[config.mk]
export PLATFORM = sky130hd
export DESIGN_NAME = rgb15cc_queue
export DESIGN_NICKNAME = d
export VERILOG_FILES = /design/src/design/rgb15cc_pkg.sv /design/src/design/rgb15cc_queue.sv
export SDC_FILE = /design/constraint.sdc
export NUM_CORES = 1
export LEC_CHECK = 0
export BUFFER_PORTS_ARGS = -buffer_cell sky130_fd_sc_hd__buf_2
export CORE_MARGIN = 5
export CORE_UTILIZATION = 50
export DETAILED_ROUTE_END_ITERATION = 10
export PLACE_DENSITY = 0.71
export SYNTH_ARGS = -nofsm -noshare
export SYNTH_HDL_FRONTEND = slang
export SYNTH_SLANG_ARGS = --single-unit
[constraint.sdc]
create_clock -name clock -period 2.65 [get_ports clock]
set_input_delay 0.265 -clock clock [delete_from_list [all_inputs] [get_ports clock]]
set_output_delay 0.265 -clock clock [all_outputs]
set_load 0.005 [all_outputs]
[src/design/rgb15cc_pkg.sv]
// rgb15cc_pkg: shared types and constants of the 15-bit RGB color converter
// used by the interfaces, the front pipeline, the queue, the back end and the top level
`timescale 1ns / 1ps
`default_nettype none

package rgb15cc_pkg;

   // request kinds carried in req_type
   localparam logic REQ_LOAD  = 1'b0;
   localparam logic REQ_PIXEL = 1'b1;

   // register indexes on the csr channel
   localparam int CSR_INDEX_W = 2;
   localparam int CSR_DATA_W  = 8;
   localparam logic [CSR_INDEX_W-1:0] CSR_COLOR_MODE     = 2'd0;
   localparam logic [CSR_INDEX_W-1:0] CSR_INVERT_RGB     = 2'd1;
   localparam logic [CSR_INDEX_W-1:0] CSR_SATURATION_PCT = 2'd2;

   // saturation register reset value and upper clamp limit
   localparam logic [7:0] SATURATION_RESET = 8'd100;
   localparam logic [7:0] SATURATION_MAX   = 8'd200;

   // gamma curve geometry and reset clamp limits
   localparam int CURVE_DEPTH = 256;
   localparam logic [7:0] CURVE_LO = 8'd6;
   localparam logic [7:0] CURVE_HI = 8'd247;

   // queue between front and back
   localparam int DEFAULT_QUEUE_DEPTH = 4;

   typedef enum logic [1:0] {
      MODE_COLOR = 2'd0,
      MODE_GREEN = 2'd1,
      MODE_MONO  = 2'd2,
      MODE_AMBER = 2'd3
   } mode_type;

   // settings the back end needs
   typedef struct packed {
      mode_type color_mode;
      logic     invert_rgb;
   } back_cfg_type;

   // one queue entry; a load request carries the curve index in red
   // and the curve value in green
   typedef struct packed {
      logic       is_pixel;
      logic [7:0] red;
      logic [7:0] green;
      logic [7:0] blue;
      logic [7:0] luma;
   } queue_entry_type;

endpackage

`default_nettype wire

[src/design/rgb15cc_queue.sv]
// rgb15cc_queue: small first-in first-out queue between front and back
// depends on rgb15cc_pkg for the entry type
`timescale 1ns / 1ps
`default_nettype none

module rgb15cc_queue import rgb15cc_pkg::*; #(
   parameter int DEPTH = DEFAULT_QUEUE_DEPTH
) (
   input  wire logic            clock,
   input  wire logic            reset,
   input  wire logic            push_valid,
   output logic                 push_ready,
   input  wire queue_entry_type push_data,
   output logic                 pop_valid,
   input  wire logic            pop_ready,
   output queue_entry_type      pop_data
);

   localparam int PTR_W = (DEPTH > 1) ? $clog2(DEPTH) : 1;
   localparam int CNT_W = $clog2(DEPTH + 1);
   localparam logic [PTR_W-1:0] PTR_LAST = PTR_W'(DEPTH - 1);
   localparam logic [CNT_W-1:0] CNT_FULL = CNT_W'(DEPTH);

   queue_entry_type slots [DEPTH];
   logic [PTR_W-1:0] wr_ptr_ff, wr_ptr_in;
   logic [PTR_W-1:0] rd_ptr_ff, rd_ptr_in;
   logic [CNT_W-1:0] count_ff, count_in;
   logic push, pop;

   // handshake and pointer updates
   always_comb begin
      push_ready = (count_ff != CNT_FULL);
      pop_valid  = (count_ff != '0);
      pop_data   = slots[rd_ptr_ff];
      push = push_valid && push_ready;
      pop  = pop_valid && pop_ready;
      wr_ptr_in = wr_ptr_ff;
      rd_ptr_in = rd_ptr_ff;
      count_in  = count_ff;
      if (push)
         wr_ptr_in = (wr_ptr_ff == PTR_LAST) ? '0 : wr_ptr_ff + 1'b1;
      if (pop)
         rd_ptr_in = (rd_ptr_ff == PTR_LAST) ? '0 : rd_ptr_ff + 1'b1;
      if (push && !pop)
         count_in = count_ff + 1'b1;
      else if (pop && !push)
         count_in = count_ff - 1'b1;
   end

   always_ff @(posedge clock) begin
      if (reset) begin
         wr_ptr_ff <= '0;
         rd_ptr_ff <= '0;
         count_ff  <= '0;
      end else begin
         wr_ptr_ff <= wr_ptr_in;
         rd_ptr_ff <= rd_ptr_in;
         count_ff  <= count_in;
      end
   end

   // entry storage
   always_ff @(posedge clock) begin
      if (push)
         slots[wr_ptr_ff] <= push_data;
   end

endmodule

`default_nettype wire

# ---- Yosys cells after proc, flatten, opt, wreduce, memory -nomap -nowiden
# Memories as Yosys holds them, arrays and structs flattened. A register that Yosys moved wholly into a read port is not among the register bits.
# Cells that the tools add are included.
dict set report classes {
  reduce_logical 8
  n_mux 8
  n_addsub 4
  n_eq_ne 3
}
# operator count
set op_table {}
lappend op_table {{2-bit 2-to-1 mux} 4}
lappend op_table {{3-bit 2-to-1 mux} 2}
lappend op_table {{2-bit by 1-bit adder with 2-bit output, second input constant} 2}
lappend op_table {{2-bit equality test, second input constant} 2}
lappend op_table {{1-bit logical AND} 4}
lappend op_table {{3-bit by 1-bit adder with 3-bit output, second input constant} 1}
lappend op_table {{3-bit inequality test, second input constant} 1}
lappend op_table {{3-bit nonzero test} 1}
lappend op_table {{3-bit by 1-bit subtractor with 3-bit output, second input constant} 1}
lappend op_table {{1-bit zero test} 2}
lappend op_table {{1-bit 2-to-1 mux} 2}
lappend op_table {{2-bit nonzero test} 1}
dict set report totals {
  memories 1
  mem_bits_rw 132
  wordCells 27
  regBits 7
  inputBits 37
  output_inout_bits 35
}
# memory depth width rd rd_ports_with_merged_regs wr line
set mem_list {}
lappend mem_list {slots 4 33 1 1 1 rgb15cc_queue.sv:24} ;# queue_entry_type slots [DEPTH];

# ---- Depth between registers and ports, before layout
# Gate-level depths: netlist of run 1.
dict set report logic_depth {
  ltp_word 6
  mapped_depth 9
  depth_no_buf 8
}

# ---- Worst setup path before layout of run 1
# Ideal clock, no wire load.
dict set report synth_path {
  path_kind {reg2reg}
  from {register count_ff[0]}
  to {register count_ff[2]}
  synth_period_minus_slack_ps 2189
  required_ps 2580
  path_stages_with_launch 8
  setup_ps 70
  path_buffers 0
  arrival_time_ps 2119
  slack_ps 461
  path_cell_list {dfxtp_1 o31ai_1 ha_1 inv_1 fa_1 xor2_1 or3_2 a21oi_1}
}
dict set report synth_between {
  elab_chain_len 5
  word_cells_on_any_way 13
  cone_classes {2 x add/sub; 1 x eq/ne; 2 x mux; 8 x reduce/logical}
}
# element line
set synth_lines {}
lappend synth_lines {{start: declaration} rgb15cc_queue.sv:27} ;# logic [CNT_W-1:0] count_ff, count_in;
lappend synth_lines {{start signal: assignment} rgb15cc_queue.sv:58} ;# count_ff <= count_in;
lappend synth_lines {{branches (longest 5 deep; another with 3-bit by 1-bit subtractor with 3-bit output)} -}
# Parallel ways; which one is timed is not known. The select of a mux whose other input is x is not followed.
# A chain may end at the register's enable or synchronous reset.

==> results.cfg, run 1 <==
[global_routing]
initial_antenna_violation_count = 0
gr-total-overflow = 0
grt_max_degree = 34
grt_pass1_vias = 2853
overall_global_routing_usage = 0.1604
wire_length_of_the_first_global_routing_pass_um = 15000

[setup_path]
critical_path_class = register to primary output
worst_setup_path_start_kind = register
path_depth = 3
largest_stage_delay_worst_path_ps = 670
data_arrival_time_of_the_worst_path_ps = 2050
crit_path_max_fanout = 20
worstRegToRegCells = 8
critical_path_top_delay_cell = sky130_fd_sc_hd__dfxtp_2
crit_required_ps = 2380
timing.critical_path.buf_inv = 2
critical-path-top-delay-family = flip-flops
ordered_cell_list_for_the_critical_path = buf_4, mux4_2, buf_2
setup.worst_path.end_class = primary output

[clock_network]
cts.sinks = 141
cts.clk_slew.worst_paths_ps = 60
cts_htree_levels = 4
cts_inserted_buffers = 17
postCtsSetupRepairBufs = 0
maximum_root_to_sink_buffer_count = 2
worst_skew_pair.late_latency_ps = 510
tritoncts = yes
cts_root_buffer = sky130_fd_sc_hd__clkbuf_8

[run]
count_of_maximum_capacitance_violations = 0

[yosys]
number_of_register_bits_inferred_by_synthesis = 141
dominant_cells_by_area_after_synthesis = sky130_fd_sc_hd__edfxtp_1, sky130_fd_sc_hd__mux4_2, sky130_fd_sc_hd__dfxtp_1
synth_sequential_area_ratio = 0.7929
postSynthCellCount = 221
synth-edff-count = 132
dominantRegCellSynth = sky130_fd_sc_hd__edfxtp_1
synth_warnings = 0
synthesized_net_count = 265
syn_area_mm2 = 0.005226
synth_top_area_cell = sky130_fd_sc_hd__edfxtp_1
asyncSetResetFlopFracSynth = 0
synth.top_cell.area_share = 0.7584
synth.distinct_cells = 25
postSynthAreaPerCell_um2 = 23.65

[sta]
fin_worst_skew_ps = 6.757
clock.fmax_mhz = 432.6
worst_pin_slew_ps = 920.9
maxSlewViolCount = 0
slew_headroom = 0.3861
setup_viol_count_final = 0
worst_hold_slack_ps = 51.31
hold_viol = 0
finalCriticalPeriod_ps = 2311
layout_worst_path_cycle_share = 0.8722
final.setup.tns_ps = 0
setup_repair_after_global_routing_missed_its_margin = false
timing.final.ws_setup_ps = 338.6

[drt]
drtPass1Iterations = 5
drt-met1-wl_um = 3916
detail_route.wl_per_cell_um = 19.15
met2RoutedLength_um = 4803
wl_met3_um = 460
detail_route.wirelength_um = 9307
ratio_of_routed_vias_to_standard_cells = 5.233
antenna_violating_nets_post_route = 0
top_signal_layer_used = met4
detail_route.drc_violations = 0
iteration_0_drc_markers = 115
dr_total_vias = 2543

[place]
dp.final_hpwl_um = 5330
pre_cts_slack_ps = 359.4
gp_routability_congestion = 0.7742
io_buf_count = 71

[die]
die_x_um = 112.2
placementRows = 37
core_area_mm2 = 0.01028
start_util = 0.5085
die_h_um = 112.2
fp.dieArea_mm2 = 0.01260
top_level_ports = 72

[min_path]
holdPathStages = 3
hold_path.class = input pin to register

[finish]
n_antenna_cell = 0
final_cell_utilization_of_the_core = 0.6506
finalNetCount = 382
drive_above_1_share = 0.4200
flow.area_growth_from_synthesis_pct = 27.94

[power_and_ir_drop]
leakagePower_nw = 2.344
cellPowerDensity_mw_per_mm2 = 958.9
max-vdd-ir-drop_uv = 601.0

[status]
outcome = completed
-- area by class of cell --
cell class                      instances  area (um^2)
Sequential cell                       141         4146
Fill cell                             710         3591
Multi-Input combinational cell         67         1027
Timing Repair Buffer                  108        715.7
Clock buffer                           18        417.9
Clock inverter                         13        197.7
Tap cell                              136        170.2
Inverter                                3        11.26
-- per-layer routing --
metal / track usage / vias to the layer above
met5: 0 / -
met4: 0.06410 / 0
met1: 0.1990 / 1301
li1: - / 1160
met2: 0.2638 / 68
met3: 0.05121 / 14
-- where the power goes --
part | switching (mW) | internal (mW)
Combinational | 0.547 | 0.608
Clock | 0.838 | 1.61
Sequential | 0.0999 | 2.71
Total | 1.49 | 4.93
-- cell usage after synthesis, types with 2 or more instances --
| cell type | count |
|---|---|
| sky130_fd_sc_hd__inv_1 | 3 |
| sky130_fd_sc_hd__ha_1 | 6 |
| sky130_fd_sc_hd__mux4_2 | 33 |
| sky130_fd_sc_hd__edfxtp_1 | 132 |
| sky130_fd_sc_hd__dfxtp_1 | 9 |
| sky130_fd_sc_hd__nor2_1 | 3 |
| sky130_fd_sc_hd__clkbuf_1 | 5 |
| sky130_fd_sc_hd__and3_2 | 4 |
| sky130_fd_sc_hd__or3_2 | 2 |
| sky130_fd_sc_hd__xor2_1 | 2 |
| sky130_fd_sc_hd__a21oi_1 | 2 |
| sky130_fd_sc_hd__buf_2 | 4 |
| sky130_fd_sc_hd__nand2b_1 | 2 |
| sky130_fd_sc_hd__mux2i_1 | 3 |
-- final timing paths --
check                            start                   endpoint  slack, ps
min reg2reg  rd_ptr_ff[0]$_SDFFE_PP0P_                   register        490
max reg2reg   count_ff[0]$_SDFFE_PP0P_   count_ff[2]$_SDFFE_PP0P_        350
max                           register               pop_data[21]        340
min                         push_valid  wr_ptr_ff[0]$_SDFFE_PP0P_         50
-- worst reg2reg max path: cells and delay by family, from the launching register on --
family	cells	cell delay, ps
adders and majority gates	2	560
DFF	1	420
AOI/OAI and AO/OA	1	160
and+or+nand+nor	3	850
buffers and inverters	1	60
xor gates and xnor gates	1	180
-- cells by family (layout without fill, tap and decap cells) --
family                     count (synthesis)  in the layout  share of synthesized area
and+or+nand+nor                           17             17                    0.02035
buffers and inverters                     13            142                    0.01053
DFF                                      141            141                     0.7929
adders and majority gates                  7              7                    0.01819
AOI/OAI and AO/OA                          5              5                   0.006703
xor gates and xnor gates                   2              2                   0.003352
muxes                                     36             36                     0.1480
-- per-stage QoR --
stage               power (mW)  instances  instance area, um^2
global route             6.718        486                 6686
CTS                      6.501        486                 6686
floorplan                3.547        221                 5226
global placement         3.974        422                 5741
detailed placement       4.008        422                 5741
finish                   6.412        486                 6686
-- placed cells by master (no fill, tap or decap) --
cell                              n
sky130_fd_sc_hd__or3b_1           1
sky130_fd_sc_hd__dfxtp_1          7
sky130_fd_sc_hd__o31ai_2          1
sky130_fd_sc_hd__and2_4           1
sky130_fd_sc_hd__nor3_1           1
sky130_fd_sc_hd__clkinvlp_4       2
sky130_fd_sc_hd__o31ai_1          1
sky130_fd_sc_hd__fa_1             1
sky130_fd_sc_hd__clkbuf_1         1
sky130_fd_sc_hd__buf_4            4
sky130_fd_sc_hd__clkbuf_8         1
sky130_fd_sc_hd__nor2_1           3
sky130_fd_sc_hd__bufinv_16        5
sky130_fd_sc_hd__nand2_1          1
sky130_fd_sc_hd__mux2i_1          3
sky130_fd_sc_hd__a21oi_1          2
sky130_fd_sc_hd__mux4_2          33
sky130_fd_sc_hd__clkinv_4         1
sky130_fd_sc_hd__ha_1             6
sky130_fd_sc_hd__nand2b_1         2
sky130_fd_sc_hd__buf_2           71
sky130_fd_sc_hd__edfxtp_1       132
sky130_fd_sc_hd__or3_1            1
sky130_fd_sc_hd__clkinv_2         4
sky130_fd_sc_hd__nand3_1          1
sky130_fd_sc_hd__xor2_1           2
sky130_fd_sc_hd__inv_1            3
sky130_fd_sc_hd__or3_2            2
sky130_fd_sc_hd__dfxtp_2          2
sky130_fd_sc_hd__dlygate4sd3_1   33
sky130_fd_sc_hd__clkbuf_16       16
sky130_fd_sc_hd__clkinv_1         1
sky130_fd_sc_hd__and3_2           4
sky130_fd_sc_hd__o21ai_0          1
-- flip-flops by register name, indices dropped and copies added, names as in the netlist, named ones only --
signal	flops
count_ff	3
rd_ptr_ff	2
slots	132
wr_ptr_ff	2
-- repair_timing --
item / 4_1_cts / 5_1_grt
resized for setup: 0 / 0
endpoints found under the setup margin: 0 / 0
hold endpoints to repair: 132 / 0
hold buffers: 33 / 0
No activity file was read; power rests on OpenSTA's default activity.
==> run 2, diff against run 1 <==
- CORE_MARGIN: 5 -> default
- GPL_ROUTABILITY_DRIVEN: default -> 0
==> results.cfg, run 2 (synthesis gave the netlist of run 1 again) <==
[global_routing]
initial_antenna_violation_count = 0
gr-total-overflow = 0
grt_max_degree = 34
wire_length_of_the_first_global_routing_pass_um = 14450
grt_pass1_vias = 2730
overall_global_routing_usage = 0.1824

[drt]
detail_route.wl_per_cell_um = 18.81
antenna_violating_nets_post_route = 0
detail_route.drc_violations = 0
drt-met1-wl_um = 4189
top_signal_layer_used = met4
drtPass1Iterations = 6
wl_met3_um = 295
met2RoutedLength_um = 4456
ratio_of_routed_vias_to_standard_cells = 5.340
detail_route.wirelength_um = 9087
iteration_0_drc_markers = 123
dr_total_vias = 2579

[die]
core_area_mm2 = 0.009955
fp.dieArea_mm2 = 0.01086
placementRows = 36
die_h_um = 104.2
start_util = 0.5250
die_x_um = 104.2
top_level_ports = 72

[sta]
clock.fmax_mhz = 434.4
fin_worst_skew_ps = 8.286
maxSlewViolCount = 0
slew_headroom = 0.3710
worst_pin_slew_ps = 943.5
final.setup.tns_ps = 0
setup_repair_after_global_routing_missed_its_margin = false
finalCriticalPeriod_ps = 2302
layout_worst_path_cycle_share = 0.8687
hold_viol = 0
setup_viol_count_final = 0

[finish]
finalNonFillerCells = 483
drive_above_1_share = 0.4200
n_antenna_cell = 0
layout_top_registers = slots x132, count_ff x3
combined_area_of_the_multi_input_logic_cells_mm2 = 0.001027
layout_commonest_cell = sky130_fd_sc_hd__edfxtp_1
regMostFlops = slots
finalNetCount = 382
count_of_filler_cells_inserted_in_the_layout = 641
final-seq-area_mm2 = 0.004146
layout.cells.most_common_list = sky130_fd_sc_hd__edfxtp_1, sky130_fd_sc_hd__buf_2, sky130_fd_sc_hd__mux4_2, sky130_fd_sc_hd__dlygate4sd3_1, sky130_fd_sc_hd__clkbuf_16
flip_flop_count_of_the_largest_register_after_layout = 132
flow.area_growth_from_synthesis_pct = 27.94

[clock_network]
worst_skew_pair.late_latency_ps = 500
maximum_root_to_sink_buffer_count = 2
cts_root_buffer = sky130_fd_sc_hd__clkbuf_8
cts.sinks = 141
tritoncts = yes
cts.clk_slew.worst_paths_ps = 60
cts_inserted_buffers = 17
cts_htree_levels = 4
post_cts.resized_instances = 0

[place]
dp.final_hpwl_um = 4940
io_buf_count = 71
placed_cells_incl_taps = 419

[setup_path]
setup.worst_path.start = count_ff[0]$_SDFFE_PP0P_
r2r_setup_slack_ps = 350
ordered_cell_list_for_the_critical_path = or3b_1, and2_4, ha_1, inv_1, fa_1, xor2_1, or3_2, a21oi_1
crit_path_end = count_ff[2]$_SDFFE_PP0P_
worst_setup_path_start_kind = register
largest_stage_delay_worst_path_ps = 430
critical_path_class = register to register
crit_path_max_fanout = 7
setup.worst_path.end_class = register
critical_path_top_delay_cell = sky130_fd_sc_hd__dfxtp_1
worstReg2RegStart = count_ff[0]$_SDFFE_PP0P_
data_arrival_time_of_the_worst_path_ps = 2740
crit_required_ps = 3090
reg2reg_to = count_ff[2]$_SDFFE_PP0P_
worstRegToRegCells = 8

[status]
outcome = completed

[run]
count_of_maximum_capacitance_violations = 0

[power_and_ir_drop]
max-vdd-ir-drop_uv = 640.1
cellPowerDensity_mw_per_mm2 = 953.8
leakagePower_nw = 2.331
p_total_mw = 6.377

[min_path]
hold_path.class = input pin to register
==> run 2: changes by cell type in the layout (fill, tap and decap cells not counted) <==
cell	previous run	this run
sky130_fd_sc_hd__clkinv_2	4	0
sky130_fd_sc_hd__buf_12	0	1
sky130_fd_sc_hd__buf_4	4	3
sky130_fd_sc_hd__inv_6	0	3
sky130_fd_sc_hd__bufinv_16	5	4
sky130_fd_sc_hd__clkinvlp_4	2	4
==> run 2: final cells by class <==
| class | instances | area share |
|---|---|---|
| Timing Repair Buffer | 108 | 0.1089 |
| Inverter | 3 | 0.001684 |
| Clock buffer | 18 | 0.06250 |
| Tap cell | 133 | 0.02489 |
| Clock inverter | 13 | 0.02826 |
| Multi-Input combinational cell | 67 | 0.1536 |
| Sequential cell | 141 | 0.6201 |
==> run 2: report_power, final <==
part           leakage [nW]  internal [mW]  switching (mW)
clock network         0.282           1.53           0.875
registers              1.28           2.71          0.0987
logic                 0.765          0.609           0.554
total                  2.33           4.85            1.53
==> run 2: worst min path at each step <==
stage,start,to,cells after the start
2_1_floorplan,push_data[0],slots[0][0]$_DFFE_PP_,0
3_3_place_gp,push_data[20],slots[1][20]$_DFFE_PP_,1
3_5_place_dp,push_data[28],slots[2][28]$_DFFE_PP_,1
4_1_cts,reset,count_ff[2]$_SDFFE_PP0P_,2
5_1_grt,reset,count_ff[2]$_SDFFE_PP0P_,2
6_report,reset,count_ff[2]$_SDFFE_PP0P_,2
==> run 2: worst max-delay path: cells and delay by family, from the launching register on <==
kind | cells | cell delay, ps
and+or+nand+nor | 3 | 870
AOI/OAI and AO/OA | 1 | 140
buffers and inverters | 1 | 60
DFF | 1 | 430
adders and majority gates | 2 | 560
xor gates and xnor gates | 1 | 180
==> run 2: what timing repair did <==
action	CTS	global route
hold endpoints to repair	132	0
endpoints found under the setup margin	0	0
setup buffers	0	0
hold buffers	33	0
==> run 2: layer usage <==
metal	GRT usage	vias to the layer above
met5	0	-
met4	0.07551	0
met3	0.04198	13
met2	0.2900	72
met1	0.2454	1342
li1	-	1152
==> run 2: through the flow <==
step	setup slack (ps)	instance area, um^2	utilization	hold slack, ps
final	347.8	6686	0.6717	52.25
after global routing	222.3	6686	0.6717	56.38
after CTS	353.8	6686	0.6717	37.25
after detailed placement	358.8	5749	0.5776	482.5
after global placement	478.5	5749	0.5776	477.1
after floorplan	461.0	5226	-	363.9
