### src/design/rgb15cc_pkg.sv
// rgb15cc_pkg: shared types and constants of the 15-bit RGB color converter
// used by the interfaces, the front pipeline, the queue, the back end and the top level
`timescale 1ns / 1ps
`default_nettype none

package rgb15cc_pkg;

   // request kinds carried in req_type
   localparam logic REQ_LOAD  = 1'b0;
   localparam logic REQ_PIXEL = 1'b1;

   // register indexes on the csr channel
   localparam int CSR_INDEX_W = 2;
   localparam int CSR_DATA_W  = 8;
   localparam logic [CSR_INDEX_W-1:0] CSR_COLOR_MODE     = 2'd0;
   localparam logic [CSR_INDEX_W-1:0] CSR_INVERT_RGB     = 2'd1;
   localparam logic [CSR_INDEX_W-1:0] CSR_SATURATION_PCT = 2'd2;

   // saturation register reset value and upper clamp limit
   localparam logic [7:0] SATURATION_RESET = 8'd100;
   localparam logic [7:0] SATURATION_MAX   = 8'd200;

   // gamma curve geometry and reset clamp limits
   localparam int CURVE_DEPTH = 256;
   localparam logic [7:0] CURVE_LO = 8'd6;
   localparam logic [7:0] CURVE_HI = 8'd247;

   // queue between front and back
   localparam int DEFAULT_QUEUE_DEPTH = 4;

   typedef enum logic [1:0] {
      MODE_COLOR = 2'd0,
      MODE_GREEN = 2'd1,
      MODE_MONO  = 2'd2,
      MODE_AMBER = 2'd3
   } mode_type;

   // settings the back end needs
   typedef struct packed {
      mode_type color_mode;
      logic     invert_rgb;
   } back_cfg_type;

   // one queue entry; a load request carries the curve index in red
   // and the curve value in green
   typedef struct packed {
      logic       is_pixel;
      logic [7:0] red;
      logic [7:0] green;
      logic [7:0] blue;
      logic [7:0] luma;
   } queue_entry_type;

endpackage

`default_nettype wire

### src/design/rgb15cc_ifs.sv
// rgb15cc_ifs: request, response and csr channel interfaces
// depends on rgb15cc_pkg for the csr field widths
`timescale 1ns / 1ps
`default_nettype none

interface rgb15cc_req_if;
   logic        valid;
   logic        ready;
   logic        req_type;
   logic [14:0] pixel_rgb;
   logic [7:0]  curve_index;
   logic [7:0]  curve_value;

   modport source (output valid, req_type, pixel_rgb, curve_index, curve_value,
                   input ready);
   modport sink   (input valid, req_type, pixel_rgb, curve_index, curve_value,
                   output ready);
endinterface


`default_nettype wire

### src/design/rgb15cc_front.sv
// rgb15cc_front: accepts requests, computes luma and the saturation stage
// depends on rgb15cc_pkg and rgb15cc_req_if; feeds rgb15cc_queue
`timescale 1ns / 1ps
`default_nettype none

module rgb15cc_front import rgb15cc_pkg::*; (
   input  wire logic            clock,
   input  wire logic            reset,
   rgb15cc_req_if.sink          req_port,
   input  wire logic [7:0]      saturation_pct,
   output queue_entry_type      push_data,
   output logic                 push_valid,
   input  wire logic            push_ready
);

   // q16 luma weights and chroma weights for green
   localparam logic [23:0] LUMA_WR = 24'd19589;
   localparam logic [23:0] LUMA_WG = 24'd38443;
   localparam logic [23:0] LUMA_WB = 24'd7504;
   localparam logic signed [25:0] GREEN_WCB = 26'sd12792;
   localparam logic signed [25:0] GREEN_WCR = 26'sd33394;
   // x / 100 == (x * 83887) >> 23 for x below 91180
   localparam logic [32:0] PCT_RECIP = 33'd83887;
   localparam int PCT_SHIFT = 23;

   // clamp a signed level to 0..255
   function automatic logic [7:0] clamp_level(input logic signed [10:0] v);
      logic [7:0] res;
      if (v < 0)
         res = 8'd0;
      else if (v > 11'sd255)
         res = 8'd255;
      else
         res = v[7:0];
      return res;
   endfunction

   // apply sign and clamp a chroma magnitude to -256..255
   function automatic logic signed [8:0] clamp_chroma(input logic neg, input logic [8:0] mag);
      logic signed [8:0] res;
      if (!neg)
         res = (mag > 9'd255) ? 9'sd255 : $signed(mag);
      else
         res = (mag > 9'd256) ? -9'sd256 : $signed(9'd0 - mag);
      return res;
   endfunction

   logic front_en;
   logic [7:0] pct_eff;
   logic       bypass;

   // stage 1: captured request
   logic       s1_valid_ff, s1_pixel_ff;
   logic [7:0] s1_red_ff, s1_green_ff, s1_blue_ff;
   logic [7:0] s1_red_in, s1_green_in, s1_blue_in;

   // stage 2: luma
   logic        s2_valid_ff, s2_pixel_ff;
   logic [7:0]  s2_red_ff, s2_green_ff, s2_blue_ff, s2_luma_ff;
   logic [23:0] luma_sum;
   logic [7:0]  s2_luma_in;

   // stage 3: scaled chroma magnitudes
   logic        s3_valid_ff, s3_pixel_ff;
   logic [7:0]  s3_red_ff, s3_green_ff, s3_blue_ff, s3_luma_ff;
   logic        s3_cb_neg_ff, s3_cr_neg_ff;
   logic [15:0] s3_cb_prod_ff, s3_cr_prod_ff;
   logic        s3_cb_neg_in, s3_cr_neg_in;
   logic [15:0] s3_cb_prod_in, s3_cr_prod_in;
   logic [9:0]  cb_diff, cr_diff;
   logic [8:0]  cb_mag, cr_mag;
   logic [16:0] cb_prod, cr_prod;

   // stage 4: quotients by 100
   logic        s4_valid_ff, s4_pixel_ff;
   logic [7:0]  s4_red_ff, s4_green_ff, s4_blue_ff, s4_luma_ff;
   logic        s4_cb_neg_ff, s4_cr_neg_ff;
   logic [8:0]  s4_cb_quo_ff, s4_cr_quo_ff;
   logic [32:0] cb_mul, cr_mul;

   // stage 5: recombined red, blue and green products
   logic               s5_valid_ff, s5_pixel_ff;
   logic [7:0]         s5_red_ff, s5_green_ff, s5_blue_ff, s5_luma_ff;
   logic signed [10:0] s5_rsum_ff, s5_bsum_ff;
   logic signed [25:0] s5_pcb_ff, s5_pcr_ff;
   logic signed [8:0]  cb_clamped, cr_clamped;
   logic signed [10:0] s5_rsum_in, s5_bsum_in;
   logic signed [25:0] s5_pcb_in, s5_pcr_in;

   // stage 6: final levels ready for the queue
   logic               s6_valid_ff;
   queue_entry_type    s6_entry_ff, s6_entry_in;
   logic signed [26:0] green_total;
   logic signed [10:0] green_quo;

   // effective saturation
   always_comb begin
      pct_eff = (saturation_pct > SATURATION_MAX) ? SATURATION_MAX : saturation_pct;
      bypass  = (saturation_pct == SATURATION_RESET);
   end

   // whole pipeline holds while the last stage cannot hand over
   always_comb begin
      front_en       = !(s6_valid_ff && !push_ready);
      req_port.ready = front_en;
      push_valid     = s6_valid_ff;
      push_data      = s6_entry_ff;
   end

   // stage 1 inputs: channels scaled by 8, or the load fields
   always_comb begin
      if (req_port.req_type == REQ_PIXEL) begin
         s1_red_in   = {req_port.pixel_rgb[14:10], 3'b000};
         s1_green_in = {req_port.pixel_rgb[9:5], 3'b000};
      end else begin
         s1_red_in   = req_port.curve_index;
         s1_green_in = req_port.curve_value;
      end
      s1_blue_in = {req_port.pixel_rgb[4:0], 3'b000};
   end

   // stage 2 luma
   always_comb begin
      luma_sum = LUMA_WR * {16'd0, s1_red_ff} + LUMA_WG * {16'd0, s1_green_ff}
               + LUMA_WB * {16'd0, s1_blue_ff};
      s2_luma_in = luma_sum[23:16];
   end

   // stage 3 chroma differences times percentage
   always_comb begin
      cb_diff = {2'b00, s2_blue_ff} - {2'b00, s2_luma_ff};
      cr_diff = {2'b00, s2_red_ff} - {2'b00, s2_luma_ff};
      s3_cb_neg_in = cb_diff[9];
      s3_cr_neg_in = cr_diff[9];
      cb_mag = cb_diff[9] ? 9'(10'd0 - cb_diff) : cb_diff[8:0];
      cr_mag = cr_diff[9] ? 9'(10'd0 - cr_diff) : cr_diff[8:0];
      cb_prod = {8'd0, cb_mag} * {9'd0, pct_eff};
      cr_prod = {8'd0, cr_mag} * {9'd0, pct_eff};
      // magnitudes stay below 248 * 200
      s3_cb_prod_in = cb_prod[15:0];
      s3_cr_prod_in = cr_prod[15:0];
   end

   // stage 4 divide by 100 through the reciprocal
   always_comb begin
      cb_mul = {17'd0, s3_cb_prod_ff} * PCT_RECIP;
      cr_mul = {17'd0, s3_cr_prod_ff} * PCT_RECIP;
   end

   // stage 5 clamp chroma, form red, blue and the green terms
   always_comb begin
      cb_clamped = clamp_chroma(s4_cb_neg_ff, s4_cb_quo_ff);
      cr_clamped = clamp_chroma(s4_cr_neg_ff, s4_cr_quo_ff);
      s5_rsum_in = 11'(cr_clamped) + $signed({3'b000, s4_luma_ff});
      s5_bsum_in = 11'(cb_clamped) + $signed({3'b000, s4_luma_ff});
      s5_pcb_in  = 26'(cb_clamped) * GREEN_WCB;
      s5_pcr_in  = 26'(cr_clamped) * GREEN_WCR;
   end

   // stage 6 green with truncation toward zero, clamps and bypass
   always_comb begin
      green_total = $signed({3'b000, s5_luma_ff, 16'd0}) - 27'(s5_pcb_ff) - 27'(s5_pcr_ff);
      green_quo   = green_total[26:16];
      if (green_total[26] && (green_total[15:0] != 16'd0))
         green_quo = green_quo + 11'sd1;
      s6_entry_in.is_pixel = s5_pixel_ff;
      s6_entry_in.luma     = s5_luma_ff;
      if (!s5_pixel_ff || bypass) begin
         s6_entry_in.red   = s5_red_ff;
         s6_entry_in.green = s5_green_ff;
         s6_entry_in.blue  = s5_blue_ff;
      end else begin
         s6_entry_in.red   = clamp_level(s5_rsum_ff);
         s6_entry_in.green = clamp_level(green_quo);
         s6_entry_in.blue  = clamp_level(s5_bsum_ff);
      end
   end

   // stage valid bits
   always_ff @(posedge clock) begin
      if (reset) begin
         s1_valid_ff <= 1'b0;
         s2_valid_ff <= 1'b0;
         s3_valid_ff <= 1'b0;
         s4_valid_ff <= 1'b0;
         s5_valid_ff <= 1'b0;
         s6_valid_ff <= 1'b0;
      end else if (front_en) begin
         s1_valid_ff <= req_port.valid;
         s2_valid_ff <= s1_valid_ff;
         s3_valid_ff <= s2_valid_ff;
         s4_valid_ff <= s3_valid_ff;
         s5_valid_ff <= s4_valid_ff;
         s6_valid_ff <= s5_valid_ff;
      end
   end

   // stage payloads
   always_ff @(posedge clock) begin
      if (front_en) begin
         s1_pixel_ff <= (req_port.req_type == REQ_PIXEL);
         s1_red_ff   <= s1_red_in;
         s1_green_ff <= s1_green_in;
         s1_blue_ff  <= s1_blue_in;

         s2_pixel_ff <= s1_pixel_ff;
         s2_red_ff   <= s1_red_ff;
         s2_green_ff <= s1_green_ff;
         s2_blue_ff  <= s1_blue_ff;
         s2_luma_ff  <= s2_luma_in;

         s3_pixel_ff   <= s2_pixel_ff;
         s3_red_ff     <= s2_red_ff;
         s3_green_ff   <= s2_green_ff;
         s3_blue_ff    <= s2_blue_ff;
         s3_luma_ff    <= s2_luma_ff;
         s3_cb_neg_ff  <= s3_cb_neg_in;
         s3_cr_neg_ff  <= s3_cr_neg_in;
         s3_cb_prod_ff <= s3_cb_prod_in;
         s3_cr_prod_ff <= s3_cr_prod_in;

         s4_pixel_ff  <= s3_pixel_ff;
         s4_red_ff    <= s3_red_ff;
         s4_green_ff  <= s3_green_ff;
         s4_blue_ff   <= s3_blue_ff;
         s4_luma_ff   <= s3_luma_ff;
         s4_cb_neg_ff <= s3_cb_neg_ff;
         s4_cr_neg_ff <= s3_cr_neg_ff;
         s4_cb_quo_ff <= cb_mul[PCT_SHIFT+8:PCT_SHIFT];
         s4_cr_quo_ff <= cr_mul[PCT_SHIFT+8:PCT_SHIFT];

         s5_pixel_ff <= s4_pixel_ff;
         s5_red_ff   <= s4_red_ff;
         s5_green_ff <= s4_green_ff;
         s5_blue_ff  <= s4_blue_ff;
         s5_luma_ff  <= s4_luma_ff;
         s5_rsum_ff  <= s5_rsum_in;
         s5_bsum_ff  <= s5_bsum_in;
         s5_pcb_ff   <= s5_pcb_in;
         s5_pcr_ff   <= s5_pcr_in;

         s6_entry_ff <= s6_entry_in;
      end
   end

endmodule

`default_nettype wire

### src/flat_wrapper.sv
// flat-port wrapper written by rule: the top's interface ports become plain ports
module rgb15cc_front_flat import rgb15cc_pkg::*;
  (clock, reset, saturation_pct, push_data, push_valid, push_ready, req_port_valid, req_port_req_type, req_port_pixel_rgb, req_port_curve_index, req_port_curve_value, req_port_ready);
  rgb15cc_req_if req_port_i ();
  input  wire logic clock;
  input  wire logic reset;
  input  wire logic [7:0] saturation_pct;
  output queue_entry_type push_data;
  output logic push_valid;
  input  wire logic push_ready;
  input wire logic [$bits(req_port_i.valid)-1:0] req_port_valid;
  input wire logic [$bits(req_port_i.req_type)-1:0] req_port_req_type;
  input wire logic [$bits(req_port_i.pixel_rgb)-1:0] req_port_pixel_rgb;
  input wire logic [$bits(req_port_i.curve_index)-1:0] req_port_curve_index;
  input wire logic [$bits(req_port_i.curve_value)-1:0] req_port_curve_value;
  output wire logic [$bits(req_port_i.ready)-1:0] req_port_ready;
  assign req_port_i.valid = req_port_valid;
  assign req_port_i.req_type = req_port_req_type;
  assign req_port_i.pixel_rgb = req_port_pixel_rgb;
  assign req_port_i.curve_index = req_port_curve_index;
  assign req_port_i.curve_value = req_port_curve_value;
  assign req_port_ready = req_port_i.ready;
  rgb15cc_front u_core (.clock(clock), .reset(reset), .req_port(req_port_i), .saturation_pct(saturation_pct), .push_data(push_data), .push_valid(push_valid), .push_ready(push_ready));
endmodule
### config.mk
export PLATFORM = sky130hd
export DESIGN_NAME = rgb15cc_front_flat
export DESIGN_NICKNAME = d
export VERILOG_FILES = /design/src/design/rgb15cc_pkg.sv /design/src/design/rgb15cc_ifs.sv /design/src/design/rgb15cc_front.sv /design/src/flat_wrapper.sv
export SDC_FILE = /design/constraint.sdc
export NUM_CORES = 2
export LEC_CHECK = 0
export ABC_AREA = 1
export BUFFER_PORTS_ARGS = -buffer_cell sky130_fd_sc_hd__buf_2
export CAP_MARGIN = 20
export CORE_MARGIN = 1.5
export CORE_UTILIZATION = 45
export DETAILED_ROUTE_END_ITERATION = 8
export GPL_TIMING_DRIVEN = 1
export MAX_ROUTING_LAYER = met4
export PLACE_DENSITY = 0.62
export SLEW_MARGIN = 25
export SYNTH_ARGS = -nofsm -noshare
export SYNTH_HDL_FRONTEND = slang
export SYNTH_SLANG_ARGS = --single-unit
### constraint.sdc
create_clock -name clock -period 28.5 [get_ports clock]
set_input_delay 5.7 -clock clock [delete_from_list [all_inputs] [get_ports clock]]
set_output_delay 5.7 -clock clock [all_outputs]
set_load 0.05 [all_outputs]
# Yosys cells after proc, flatten, opt, wreduce, memory -nomap -nowiden
# Index checks and enable logic that the tools add are counted.
[op_classes] n_addsub=13 multipliers=9 div=0 magnitude_cmp=11 n_eq_ne=1 n_shift=0 n_mux=19 bitwise=0 n_reduce_logical=8
[op_table] operator="8-bit two-way mux" count=9
[op_table] operator="9-bit two-way mux" count=8
[op_table] operator="16-bit by 17-bit multiplier with 32-bit output, second input constant" count=2
[op_table] operator="1-bit by 9-bit subtractor with 9-bit output, first input constant" count=4
[op_table] operator="9-bit by 8-bit multiplier with 16-bit output" count=2
[op_table] operator="27-bit by 26-bit subtractor with 27-bit output" count=1
[op_table] operator="25-bit by 24-bit subtractor with 26-bit output" count=1
[op_table] operator="9-bit by 16-bit multiplier with 25-bit output, second input constant" count=1
[op_table] operator="23-bit by 24-bit adder with 24-bit output" count=1
[op_table] operator="24-bit by 21-bit adder with 24-bit output" count=1
[op_table] operator="16-bit by 8-bit multiplier with 24-bit output, first input constant" count=1
[op_table] operator="24-bit two-way mux" count=1
[op_table] operator="15-bit by 8-bit multiplier with 23-bit output, first input constant" count=1
[op_table] operator="9-bit by 12-bit multiplier with 21-bit output, second input constant" count=1
[op_table] operator="9-bit by 9-bit adder with 10-bit output" count=2
[op_table] operator="10-bit by 9-bit > comparator with 1-bit output, second input constant" count=2
[op_table] operator="10-bit by 1-bit < comparator with 1-bit output, second input constant" count=2
[op_table] operator="9-bit by 8-bit > comparator with 1-bit output, second input constant" count=2
[op_table] operator="9-bit > comparator, second input constant" count=2
[op_table] operator="8-bit by 8-bit subtractor with 9-bit output" count=2
[op_table] operator="16-bit nonzero test" count=1
[op_table] operator="9-bit by 5-bit multiplier with 14-bit output, first input constant" count=1
[op_table] operator="11-bit by 2-bit adder with 11-bit output, second input constant" count=1
[op_table] operator="11-bit by 9-bit > comparator with 1-bit output, second input constant" count=1
[op_table] operator="other kinds (8)" count=11
[totals] register_bits=301 latchBits=0 mem_bits_rw=0 mem_bits_ro=0 output_inout_bits=35 word_cells=111 n_memories=0

# Logic depth before layout (Yosys ltp)
[logic_depth] word_depth=9 mapped_depth=38

# Worst setup path before layout
# No wires, ideal clock.
[synth_path] path_type="input -> output" start="input port push_ready" end="output port req_port_ready" arrival_time_ns=11.837 t_required_ns=22.800 path_slack_ns=10.963 stages=2 path_buffers=0 path_cell_list="nor2_1 > inv_1"
[synth_via] elab_chain_cells=3
[synth_lines] element="start, declared" line_no="flat_wrapper.sv:10" source="input wire logic push_ready;"
[synth_lines] element="1-bit zero test" line_no="rgb15cc_front.sv:104" source="front_en = !(s6_valid_ff && !push_ready);"
[synth_lines] element="1-bit logical AND" line_no="rgb15cc_front.sv:104"
[synth_lines] element="1-bit zero test" line_no="rgb15cc_front.sv:104"
[synth_lines] element="end, declared" line_no="flat_wrapper.sv:16" source="output wire logic [$bits(req_port_i.ready)-1:0] req_port_ready;"
# Every way passes these cells.

# Worst setup path in the final report
# Ends and elaborated chain as after synthesis.

==> impl_results.md <==
* Outcome: finished clean
* Max Cap Viol at 0
* Synth area leader: edfxtp_1
* Syn nets at 4999
* Reg2reg start: u_core.s2_luma_ff[0]$_DFFE_PN_
* Post-synthesis sequential area ratio at 0.243
* Vias at roughly 25000
* Die Y at 290 µm
* Commonest cells post-synth: inv_1, ha_1, nand2_1
* Clock sink total at 301
* Largest net degree at the start of global routing at 92
* CP endpoint kind: primary output
* Core area at 0.0809 mm²
* Post-Route Skew at just under 0.02 ns
* GR Overflow Total at 0
* Detailed Routing Iterations Pass 1 at 5
* Yosys warns at 0
* Fillers at 7610
* Wirelength per Cell at 15.9 µm
* Antenna viol nets, final at 0
* RSZ-0062 raised after global routing: no
* Crit Path Category: input pin to primary output
* Row count at 104
* M2 GR Usage at 0.327
* Type of origin of the critical path: input pin
* Vias in the first global route at ~26000
* Area contributors post-synth: edfxtp_1, ha_1, fa_1, inv_1, nand2_1
* Min-Delay Path Depth at 0
* Hold Path Sink: u_core.s5_green_ff[0]$_DFFE_PN_
* Data arrival, critical path at a little over 7 ns
* CTS Root Cell: clkbuf_16
* Layout cells sized above 1 at 0.0540
* CTS buffer count at 37
* FFs w/ async S/R, synth at 0
* Met1 usage at 0.285
* Worst Tran Pin Value at 0.998 ns
* CTS tree: built
* Unique masters post-synth at 50
* I/O pin total at a little under 80
* Initial antenna violation count at 1
* Yosys top cell area share at 0.239
* Post-synthesis register bit count at 301
* Met3 GRT Util at 0.0266
* GPL Wtd Cong at about 0.95
* Final period util at 0.450
* Worst Hold Class: flop to flop
* Post_cts resized at 0
* Multi-input gate area at 0.0245 mm²
* CTS Buffer Depth at 3
* Max_slew headroom at 0.335
* Crit path max fanout at 91
* Hold_buf cts at 0
* Clk slew on worst S/H paths at 0.06 ns
* Initial DRC Count at between 1000 and 1500
* Initial Utilization at 0.457
* Setup-failing EPs final at 0
* Final hold violation count at 0
* Main synth FF type: edfxtp_1
* Crit path required time at 22.80 ns
* Port Buffers at ~80
* Dpl hpwl at between 60000 and 70000 µm
* Register area at 0.00898 mm²
* Net count, final at 5115
* Syn_area_per_cell at 9.56 µm²
* Total placed instance area at 0.0388 mm²
* Gr usage total at 0.207
* Detailed Route WL at 81000 µm
* Busiest layer in global routing: met2
* Final design area excluding fillers at 0.0400 mm²
* Full die area at 0.0840 mm²
* Startpoint of the worst hold path: u_core.s4_green_ff[0]$_DFFE_PN_
* Post-Syn Instances at 3872
* Clk Latency, worst-skew pair at 0.58 ns
* Residual DRC count at 0
* R2r setup slk at 21.19 ns
* Fin crit period at 12.82 ns
* Area grow syn2layout at 8.02%
* Post-Synthesis Cell Area at 0.0370 mm²
* Post-CTS Setup Inserts at 0
* Highest Clock Rate at ~80 MHz
* RR Endpoint: u_core.s3_cr_prod_ff[15]$_DFFE_PN_
* Setup TNS at 0 ns
* Cell with the most instances after synthesis: inv_1
* Die W at around 290 µm
* First-pass GRT wire length at 133000 µm
* Critical path origin: push_ready
* Post-synth EDFFs at 295
* Reg2Reg Depth at 32
* Vias per cell at 5.00
* Final Max Slew Viols at 0
* CTS HTree Levels at 2
logic make-up after synthesis:
kind of cell / synth area share
AOI/OAI and AO/OA: 0.0606
xor gates and xnor gates: 0.0404
adders and majority gates: 0.449
buffers and inverters: 0.0958
DFF: 0.243
muxes: 0.00304
and+or+nand+nor: 0.108
cell usage in the layout (no fill, tap or decap), drive strengths merged, types with 6 or more instances in the layout:
cell type / n
a211oi: 10
a21o: 15
a21oi: 185
a31oi: 7
buf: 91
clkbuf: 43
clkinv: 16
dfxtp: 6
edfxtp: 295
fa: 410
ha: 673
inv: 932
mux2: 10
nand2: 561
nand3: 85
nand4: 22
nor2: 246
nor3: 34
nor4: 9
o21a: 12
o21ai: 112
o21bai: 20
or2: 10
xnor2: 49
xor2: 120
final cells by class:
type	count	share of cell area
multi-input combinational	2627	0.613
sequential	301	0.225
inverter	930	0.0875
tap	1060	0.0332
clock buffer	43	0.0243
timing repair buffer	91	0.0122
clock inverter	25	0.00567
antenna	1	0.0000626
worst max path at each step:
stage / slack (ns) / to
after detailed placement: 15.69 / req_port_ready
after floorplan: 10.96 / req_port_ready
after global placement: 15.72 / req_port_ready
final: 15.68 / req_port_ready
after global routing: 15.60 / req_port_ready
after CTS: 15.69 / req_port_ready
sequential cells by signal, summed over array words and instances (netlist names), 8 cells and up:
| name | cells |
|---|---|
| u_core.push_data | 33 |
| u_core.s1_green_ff | 8 |
| u_core.s1_red_ff | 8 |
| u_core.s2_green_ff | 8 |
| u_core.s2_luma_ff | 8 |
| u_core.s2_red_ff | 8 |
| u_core.s3_cb_prod_ff | 16 |
| u_core.s3_cr_prod_ff | 16 |
| u_core.s3_green_ff | 8 |
| u_core.s3_luma_ff | 8 |
| u_core.s3_red_ff | 8 |
| u_core.s4_cb_quo_ff | 9 |
| u_core.s4_cr_quo_ff | 9 |
| u_core.s4_green_ff | 8 |
| u_core.s4_luma_ff | 8 |
| u_core.s4_red_ff | 8 |
| u_core.s5_bsum_ff | 10 |
| u_core.s5_green_ff | 8 |
| u_core.s5_luma_ff | 8 |
| u_core.s5_pcb_ff | 21 |
| u_core.s5_pcr_ff | 25 |
| u_core.s5_red_ff | 8 |
| u_core.s5_rsum_ff | 10 |
through the flow:
step / cells / worst slack (ns) / utilization / hold slack [ns]
floorplan: 3872 / 10.96 / - / 0.400
global placement: 5009 / 15.72 / 0.479 / 0.401
detailed placement: 5009 / 15.69 / 0.479 / 0.405
CTS: 5077 / 15.69 / 0.494 / 0.403
global route: 5077 / 15.60 / 0.494 / 0.414
finish: 5078 / 15.68 / 0.494 / 0.413
worst max-delay path, cell delays in order:
cell	delay (ns)
buf_2	0.10
nor2_1	0.53
inv_8	0.39
buf_2	0.35
metal layers:
| metal | part of all wire | vias to the layer above |
|---|---|---|
| met5 | 0 | - |
| met4 | 0.021 | 0 |
| met3 | 0.048 | 98 |
| met2 | 0.46 | 455 |
| met1 | 0.48 | 12200 |
| li1 | - | 12600 |
Power is left out: the tool's default activity adds up to more than one toggle a clock period on the data nets, which glitch-free logic cannot reach.
